==> config.mk <==
export PLATFORM = sky130hd
export DESIGN_NAME = length_prefixed_frame_deframer_unit
export DESIGN_NICKNAME = d
export VERILOG_FILES = /design/src/lpfd_pkg.sv /design/src/length_prefixed_frame_deframer_unit.sv /design/src/lpfd_front.sv /design/src/lpfd_queue.sv
export SDC_FILE = /design/constraint.sdc
export NUM_CORES = 1
export LEC_CHECK = 0
export ABC_AREA = 1
export BUFFER_PORTS_ARGS = -buffer_cell sky130_fd_sc_hd__buf_2
export CAP_MARGIN = 25
export CORE_MARGIN = 5
export CORE_UTILIZATION = 50
export CTS_CLUSTER_SIZE = 10
export DETAILED_ROUTE_END_ITERATION = 16
export GPL_TIMING_DRIVEN = 1
export PLACE_DENSITY = 0.67
export SLEW_MARGIN = 20
export SYNTH_ARGS = -nofsm -noshare
export SYNTH_HDL_FRONTEND = slang
export SYNTH_SLANG_ARGS = --single-unit
==> constraint.sdc <==
create_clock -name clk_i -period 5.56 [get_ports clk_i]
set_input_delay 0.556 -clock clk_i [delete_from_list [all_inputs] [get_ports clk_i]]
set_output_delay 0.556 -clock clk_i [all_outputs]
set_load 0.03 [all_outputs]
==> src/lpfd_pkg.sv <==
// Shared types and constants for the length-prefixed frame deframer.
package lpfd_pkg;

  localparam logic [2:0] HdrLen   = 3'd6;
  localparam logic [2:0] HdrLenB0 = 3'd0;
  localparam logic [2:0] HdrLenB1 = 3'd1;
  localparam logic [2:0] HdrLenB2 = 3'd2;
  localparam logic [2:0] HdrLenB3 = 3'd3;
  localparam logic [2:0] HdrIdLo  = 3'd4;
  localparam logic [2:0] HdrIdHi  = 3'd5;

  localparam int QDepth = 2;
  localparam int QPtrW  = $clog2(QDepth);
  localparam int QCntW  = $clog2(QDepth + 1);

  typedef struct packed {
    logic [15:0] message_id;
    logic [7:0]  body_byte;
    logic        has_data;
    logic        last_of_frame;
  } result_t;

  typedef struct packed {
    logic    push;
    result_t data;
  } push_t;

endpackage

==> src/length_prefixed_frame_deframer_unit.sv <==
// Top level of the length-prefixed frame deframer.
//
// Input channel: one stream byte per transfer (in_valid_i / in_stall_o).
// Each frame is a 6-byte header (32-bit little-endian body length, then a
// 16-bit little-endian message id) followed by that many body bytes.
// Output channel (out_valid_o / out_stall_i): one transfer per body byte,
// tagged with the message id, last_of_frame set on the final byte. A frame
// with zero length yields one transfer with has_data low and last_of_frame
// high when its header completes. Header bytes otherwise yield nothing.
// Throughput: one byte per cycle while in_stall_o is low; the parser updates
// its counters once per accepted byte. Each result is written into the queue
// as the byte that caused it is accepted, and leaves after earlier entries.
// A two-entry queue sits between the parser and the output; in_stall_o is
// high only while that queue is full, so a stalled receiver backs up the
// input after two pending results.
// Reset clears the parser to expect a header byte and empties the queue.
module length_prefixed_frame_deframer_unit (
  input  logic        clk_i,
  input  logic        rst_ni,
  input  logic        in_valid_i,
  output logic        in_stall_o,
  input  logic [7:0]  stream_byte_i,
  output logic        out_valid_o,
  input  logic        out_stall_i,
  output logic [15:0] message_id_o,
  output logic [7:0]  body_byte_o,
  output logic        has_data_o,
  output logic        last_of_frame_o
);
  import lpfd_pkg::*;

  push_t   push;
  result_t out_data;
  logic    full;
  logic    accept;

  assign in_stall_o = full;
  assign accept     = in_valid_i && !full;

  lpfd_front u_front (
    .clk_i         (clk_i),
    .rst_ni        (rst_ni),
    .accept_i      (accept),
    .stream_byte_i (stream_byte_i),
    .push_o        (push)
  );

  lpfd_queue u_queue (
    .clk_i       (clk_i),
    .rst_ni      (rst_ni),
    .push_i      (push),
    .full_o      (full),
    .out_valid_o (out_valid_o),
    .out_stall_i (out_stall_i),
    .out_data_o  (out_data)
  );

  assign message_id_o    = out_data.message_id;
  assign body_byte_o     = out_data.body_byte;
  assign has_data_o      = out_data.has_data;
  assign last_of_frame_o = out_data.last_of_frame;

endmodule

==> src/lpfd_front.sv <==
// Front end: header parsing, body counting and result generation.
module lpfd_front (
  input  logic           clk_i,
  input  logic           rst_ni,
  input  logic           accept_i,
  input  logic [7:0]     stream_byte_i,
  output lpfd_pkg::push_t push_o
);
  import lpfd_pkg::*;

  logic [2:0]  hc_q, hc_d, hc_eff;
  logic [31:0] len_q, len_d;
  logic [15:0] id_q, id_d;
  logic [31:0] rem_q, rem_d;

  always_ff @(posedge clk_i or negedge rst_ni) begin
    if (!rst_ni) begin
      hc_q  <= '0;
      len_q <= '0;
      id_q  <= '0;
      rem_q <= '0;
    end else begin
      hc_q  <= hc_d;
      len_q <= len_d;
      id_q  <= id_d;
      rem_q <= rem_d;
    end
  end

  always_comb begin
    hc_d   = hc_q;
    len_d  = len_q;
    id_d   = id_q;
    rem_d  = rem_q;
    hc_eff = (hc_q >= HdrLen) ? '0 : hc_q;
    push_o = '0;
    if (accept_i) begin
      if (hc_q == HdrLen && rem_q != '0) begin
        rem_d                       = rem_q - 32'd1;
        push_o.push                 = 1'b1;
        push_o.data.message_id      = id_q;
        push_o.data.body_byte       = stream_byte_i;
        push_o.data.has_data        = 1'b1;
        push_o.data.last_of_frame   = (rem_q == 32'd1);
        if (rem_q == 32'd1) begin
          hc_d = '0;
        end
      end else begin
        hc_d = hc_eff + 3'd1;
        unique case (hc_eff)
          HdrLenB0: len_d = {24'b0, stream_byte_i};
          HdrLenB1: len_d = len_q | {16'b0, stream_byte_i, 8'b0};
          HdrLenB2: len_d = len_q | {8'b0, stream_byte_i, 16'b0};
          HdrLenB3: len_d = len_q | {stream_byte_i, 24'b0};
          HdrIdLo:  id_d  = {8'b0, stream_byte_i};
          HdrIdHi: begin
            id_d = {stream_byte_i, id_q[7:0]};
            if (len_q == '0) begin
              hc_d                      = '0;
              rem_d                     = '0;
              push_o.push               = 1'b1;
              push_o.data.message_id    = {stream_byte_i, id_q[7:0]};
              push_o.data.body_byte     = '0;
              push_o.data.has_data      = 1'b0;
              push_o.data.last_of_frame = 1'b1;
            end else begin
              hc_d  = HdrLen;
              rem_d = len_q;
            end
          end
          default: hc_d = '0;
        endcase
      end
    end
  end

endmodule

==> src/lpfd_queue.sv <==
// Two-entry result queue between the parser and the output channel.
module lpfd_queue (
  input  logic              clk_i,
  input  logic              rst_ni,
  input  lpfd_pkg::push_t   push_i,
  output logic              full_o,
  output logic              out_valid_o,
  input  logic              out_stall_i,
  output lpfd_pkg::result_t out_data_o
);
  import lpfd_pkg::*;

  result_t           mem_q [QDepth];
  logic [QPtrW-1:0]  wr_ptr_q, rd_ptr_q;
  logic [QCntW-1:0]  cnt_q, cnt_d;
  logic              pop;

  assign pop         = (cnt_q != '0) && !out_stall_i;
  assign full_o      = (cnt_q == QCntW'(QDepth));
  assign out_valid_o = (cnt_q != '0);
  assign out_data_o  = mem_q[rd_ptr_q];

  always_comb begin
    cnt_d = cnt_q;
    if (push_i.push && !pop) begin
      cnt_d = cnt_q + QCntW'(1);
    end else if (pop && !push_i.push) begin
      cnt_d = cnt_q - QCntW'(1);
    end
  end

  always_ff @(posedge clk_i or negedge rst_ni) begin
    if (!rst_ni) begin
      wr_ptr_q <= '0;
      rd_ptr_q <= '0;
      cnt_q    <= '0;
    end else begin
      cnt_q <= cnt_d;
      if (push_i.push) begin
        wr_ptr_q <= wr_ptr_q + QPtrW'(1);
      end
      if (pop) begin
        rd_ptr_q <= rd_ptr_q + QPtrW'(1);
      end
    end
  end

  always_ff @(posedge clk_i) begin
    if (push_i.push) begin
      mem_q[wr_ptr_q] <= push_i.data;
    end
  end

endmodule
### Word-level counts from Yosys, hierarchy flattened

Memory sizes are Yosys's and may differ from the RTL's.
Cells that the tools add are included.

| word-level totals | value |
|---|---|
| memories kept | 1 |
| bits of input ports | 12 |
| word-level logic and storage cells | 71 |
| flip-flop bits (word level) | 87 |
| output and inout bits | 28 |
| RAM bits | 52 |

| operators by class | value |
|---|---|
| multiplexer cells | 18 |
| add/subtract/negate cells | 6 |
| reduce and logical (&&, ||, !) cells | 23 |
| equality and inequality tests | 9 |
| bitwise gates (word level) | 5 |
| magnitude comparators | 1 |

Memories:

| memory | depth | bits a word | read ports | clocked after Yosys merged registers in | write ports | line | text |
|---|---|---|---|---|---|---|---|
| u_queue.mem_q | 2 | 26 | 1 | 0 | 1 | lpfd_queue.sv:13 | `result_t mem_q [QDepth];` |

Operator list:

| operator | number |
|---|---|
| $pmux W32 S4 | 1 |
| $mux W27 | 4 |
| $mux W32 | 3 |
| $eq A32 B1 Y1 const B | 1 |
| $logic_not A32 Y1 | 1 |
| $or A32 B16 Y32 | 1 |
| $or A32 B24 Y32 | 1 |
| $or A32 B32 Y32 | 1 |
| $pmux W16 S2 | 1 |
| $reduce_bool A32 Y1 | 1 |
| $sub A32 B1 Y32 const B | 1 |
| $mux W3 | 4 |
| $eq A3 B3 Y1 const B | 3 |
| $reduce_bool A2 Y1 | 4 |
| $eq A3 B2 Y1 const B | 2 |
| $pmux W3 S2 | 1 |
| $reduce_and A3 Y1 | 2 |
| $logic_and A1 B1 Y1 | 5 |
| $reduce_or A5 Y1 | 1 |
| $logic_not A1 Y1 | 4 |
| $mux W2 | 2 |
| $reduce_and A2 Y1 | 2 |
| $reduce_and A4 Y1 | 1 |
| $reduce_bool A4 Y1 | 1 |
| other kinds (11) | 14 |

### Depth between registers and ports, before layout

| depth | value |
|---|---|
| depth after elaboration | 10 |
| depth in mapped cells | 15 |
| depth with buffers taken out | 13 |

### Hierarchy

From an unflattened synthesis, not the netlist that was laid out.

| unflattened totals | value |
|---|---|
| cells, all modules | 920 |
| area total of the unflattened synthesis | 7390.8 µm² |

By module, submodules not included:

| module | times used | cells an instance | seq. area each (µm²) | area each (µm²) |
|---|---|---|---|---|
| lpfd_front | 1 | 754 | 2077.0 | 5230.0 |
| lpfd_queue | 1 | 164 | 1661.6 | 2150.8 |
| length_prefixed_frame_deframer_unit | 1 | 2 | 0.0 | 10.0 |

### Worst setup path before layout

Ideal clock, no wire load.

| timing path | value |
|---|---|
| path type | register -> register |
| start point | register u_front.rem_q[0] |
| end point | memory u_queue.mem_q[1][0] (netlist name) (enable) |
| path slack | 2561 ps |
| path buffers | 2 |
| arrival | 2590 ps |
| data required time | 5151 ps |
| setup time | 409 ps |
| stages on the path, launching flop included | 12 |
| clock period less this slack | 2999 ps |
| cells stage by stage | dfrtp_1 -> inv_1 -> ha_1 -> buf_2 -> nand2_4 -> nor2_8 -> nand2_4 -> o21ai_4 -> nand2_1 -> nand2_1 -> buf_2 -> nor2_1 |

| between the ends | value |
|---|---|
| longest elaborated chain between the ends | 6 |

RTL lines:

| item | line | text |
|---|---|---|
| start, declared | lpfd_front.sv:14 | `logic [31:0] rem_q, rem_d;` |
| start signal, assigned | lpfd_front.sv:26 | `rem_q <= rem_d;` |
| $reduce_bool A32 Y1 | lpfd_front.sv:38 | `if (hc_q == HdrLen && rem_q != '0) begin` |
| $logic_and A1 B1 Y1 | lpfd_front.sv:38 |  |
| $mux W27 | lpfd_front.sv:38 |  |
| $mux W27 | lpfd_front.sv:37 | `if (accept_i) begin` |
| $mux W1 | lpfd_queue.sv:49 | `if (push_i.push) begin` |
| $mux W1 (implied by the code) | lpfd_queue.sv:50 | `mem_q[wr_ptr_q] <= push_i.data;` |
| end, declared | lpfd_queue.sv:13 |  |

No other way between the ends.

==> results_dict.tcl <==
set metrics [dict create \
    outcome "finished clean" \
    worstMarginPinSlew_ns 0.961 \
    cellLeakagePower_uw 0.00401 \
    instances_no_fill 1147 \
    coreArea_sq_um 14500 \
    vias 5955 \
    cts.sink_count 139 \
    initialDrtViolationCount 420 \
    hp-class "in -> async" \
    worst-endpoint-arrival_ns 3.78 \
    grt_max_degree 67 \
    startpoint_type "flop" \
    nets 966 \
    yosys.area.top_type "dfrtp_1" \
    worst-path-max-fanout 34 \
    synth_area_leaders "dfrtp_1, edfxtp_1, nand2_1" \
    crit_slowest_cell "o21ai_4" \
    period_share_pct 62.7 \
    postCtsResizedCells 0 \
    cts.clk_slew.worst_paths_ns 0.06 \
    setup_viol 0 \
    grtUsageTotal_pct 20.8 \
    grt_pass1_wl_mm 29.0 \
    worstPathCellList "inv_1 -> ha_1 -> nand2_4 -> nor2_8 -> nand2_4 -> o21ai_4 -> nand2_1 -> nand2_1 -> inv_2 -> ha_1 -> a21oi_1 -> o21ai_0 -> xor2_1" \
    p_per_area_nw_per_um2 606 \
    syn-num-nets 933 \
    seqCellArea_sq_um 3740 \
    routedWlPerCell_um 15.4 \
    io_buffers 39 \
    clk_latency_ns 0.42 \
    ant_nets 0 \
    fillers 1337 \
    avgViaCountPerCell 5.19 \
    final_cell_mix "nand2_1, nor2_1, dfrtp_1" \
    clockBufferDepth 2 \
    rows 44 \
    max_freq_mhz 287 \
    fin_util_pct 57.3 \
    cts_root_buf "clkbuf_16" \
    die_w_um 132 \
    fin_crit_ns 3.48 \
    post_cts_buffers 0 \
    synth_top_area_share_pct 29.4 \
    path_class "reg -> reg" \
    syn-cell-area_sq_um 7410 \
    ys_ff_latch 139 \
    report.final.slew_viol_count 0 \
    cts_hold_buf 0 \
    cp.required_ns 5.85 \
    gp_congestion 0.937 \
    critPathBufInv 2 \
    hold_violations 0 \
    synthCells 917 \
    post-place-cells 1113 \
    area_growth_pct 12.4 \
    yosysWarnings 0 \
    ys_seq_area_share_pct 50.5 \
    die_area_sq_um 17400 \
    n_antenna_cell 0 \
    synth_cell_types 34 \
    placed_area_sq_um 7700 \
    grt_pass1_vias 5454 \
    fin_area_sq_um 8330 \
    cts_tree "built" \
    tns_ns 0 \
    drc 0 \
    die_h_um 132 \
    crit_family "simple AND/OR/NAND/NOR gates" \
    start_util_pct 51.0 \
    antenna_found_initial 0 \
    slowest_delay_ns 0.70 \
    power.total_uw 5040 \
    syn_avg_cell_area_sq_um 8.08 \
    dpl.hpwl_mm 12.3 \
    rsz0062_at_grt "no" \
    htree_levels 4 \
    dr.pass1.iters 7 \
    maxSlewHeadroom_pct 35.7 \
    ir_worst_vdd_mv 0.303 \
    numCtsBuffers 17 \
    drive_above_1_share_pct 15.0 \
    skew_ns 0.00889 \
    multi_input_area_sq_um 3230 \
    critPathCaptureType "flop" \
    io_pins 40 \
    layout_commonest_cell "nand2_1" \
    wl_mm 17.7 \
    overflow 0 \
    maxCapViolCount 0 \
]
cells in the mapped netlist, drive strengths merged:
library cell,count
inv,75
nor2,113
clkinv,2
nand2,383
nand4,7
nand3b,5
xor2,3
o22ai,9
nor3,3
o221ai,8
clkbuf,9
and2,1
xnor2,9
a21oi,4
ha,4
o21ai,93
buf,21
dfrtp,87
edfxtp,52
nand3,27
o21bai,2
report_power, final:
part | internal, uW | switching [uW] | total (uW)
Clock | 679 | 479 | 1160
Combinational | 708 | 1610 | 2320
Sequential | 1330 | 241 | 1570
Total | 2710 | 2330 | 5040
per-stage QoR:
stage          hold WS, ns  setup WS [ns]
6_report            0.0273           2.08
2_1_floorplan        0.260           2.56
3_3_place_gp         0.464           2.17
4_1_cts             0.0302           2.06
3_5_place_dp         0.463           2.07
5_1_grt             0.0397           1.77
state kept, by name, summed over array words and instances, names as in the netlist:
register	cells
u_front.hc_q	3
u_queue.rd_ptr_q	1
u_queue.cnt_q	2
u_queue.wr_ptr_q	1
u_front.id_q	16
u_queue.mem_q	52
u_front.len_q	32
u_front.rem_q	32
metal layers:
metal  track usage (%)  routed length (um)  vias to the layer above
met5                 0                   0                        -
li1                  -                   -                     3004
met1              29.7                8300                     2785
met4              5.83                 238                        0
met2              32.7                8280                      149
met3              3.78                 862                       17
path summary, 6_finish.rpt:
kind | from | end | slack (ns) | depth (start not counted)
min | rst_ni | u_front.rem_q[20] | 0.03 | 1
max reg2reg | u_front.rem_q[0] | u_queue.cnt_q[1] | 2.08 | 13
max in group asynchronous | rst_ni | u_front.len_q[22] | 4.34 | 2
min in group clk_i | out_stall_i | u_queue.rd_ptr_q | 0.44 | 4
max | u_front.rem_q[0] | u_queue.cnt_q[1] | 2.08 | 13
min reg2reg | u_queue.wr_ptr_q | u_queue.wr_ptr_q | 0.48 | 2
cell type report:
class | count | area share, %
Clock inverter | 15 | 2.13
Inverter | 77 | 3.47
Tap cell | 184 | 2.76
Sequential cell | 139 | 44.9
Timing Repair Buffer | 44 | 2.91
Clock buffer | 17 | 5.11
Multi-Input combinational cell | 671 | 38.7
worst register-to-register path: cells and delay by family (launching register included):
family | cells | cell delay, ns
adders and majority gates | 2 | 0.67
buffers and inverters | 2 | 0.17
DFF | 1 | 0.41
AOI/OAI and AO/OA | 3 | 0.93
xor gates and xnor gates | 1 | 0.16
and+or+nand+nor | 5 | 1.04
cell families after synthesis:
family	share of synthesized area, %
AOI/OAI and AO/OA	10.5
xor gates and xnor gates	1.42
adders and majority gates	0.676
buffers and inverters	6.13
DFF	50.5
and+or+nand+nor	30.8
Note: power is estimated with default switching activity, not from simulation.
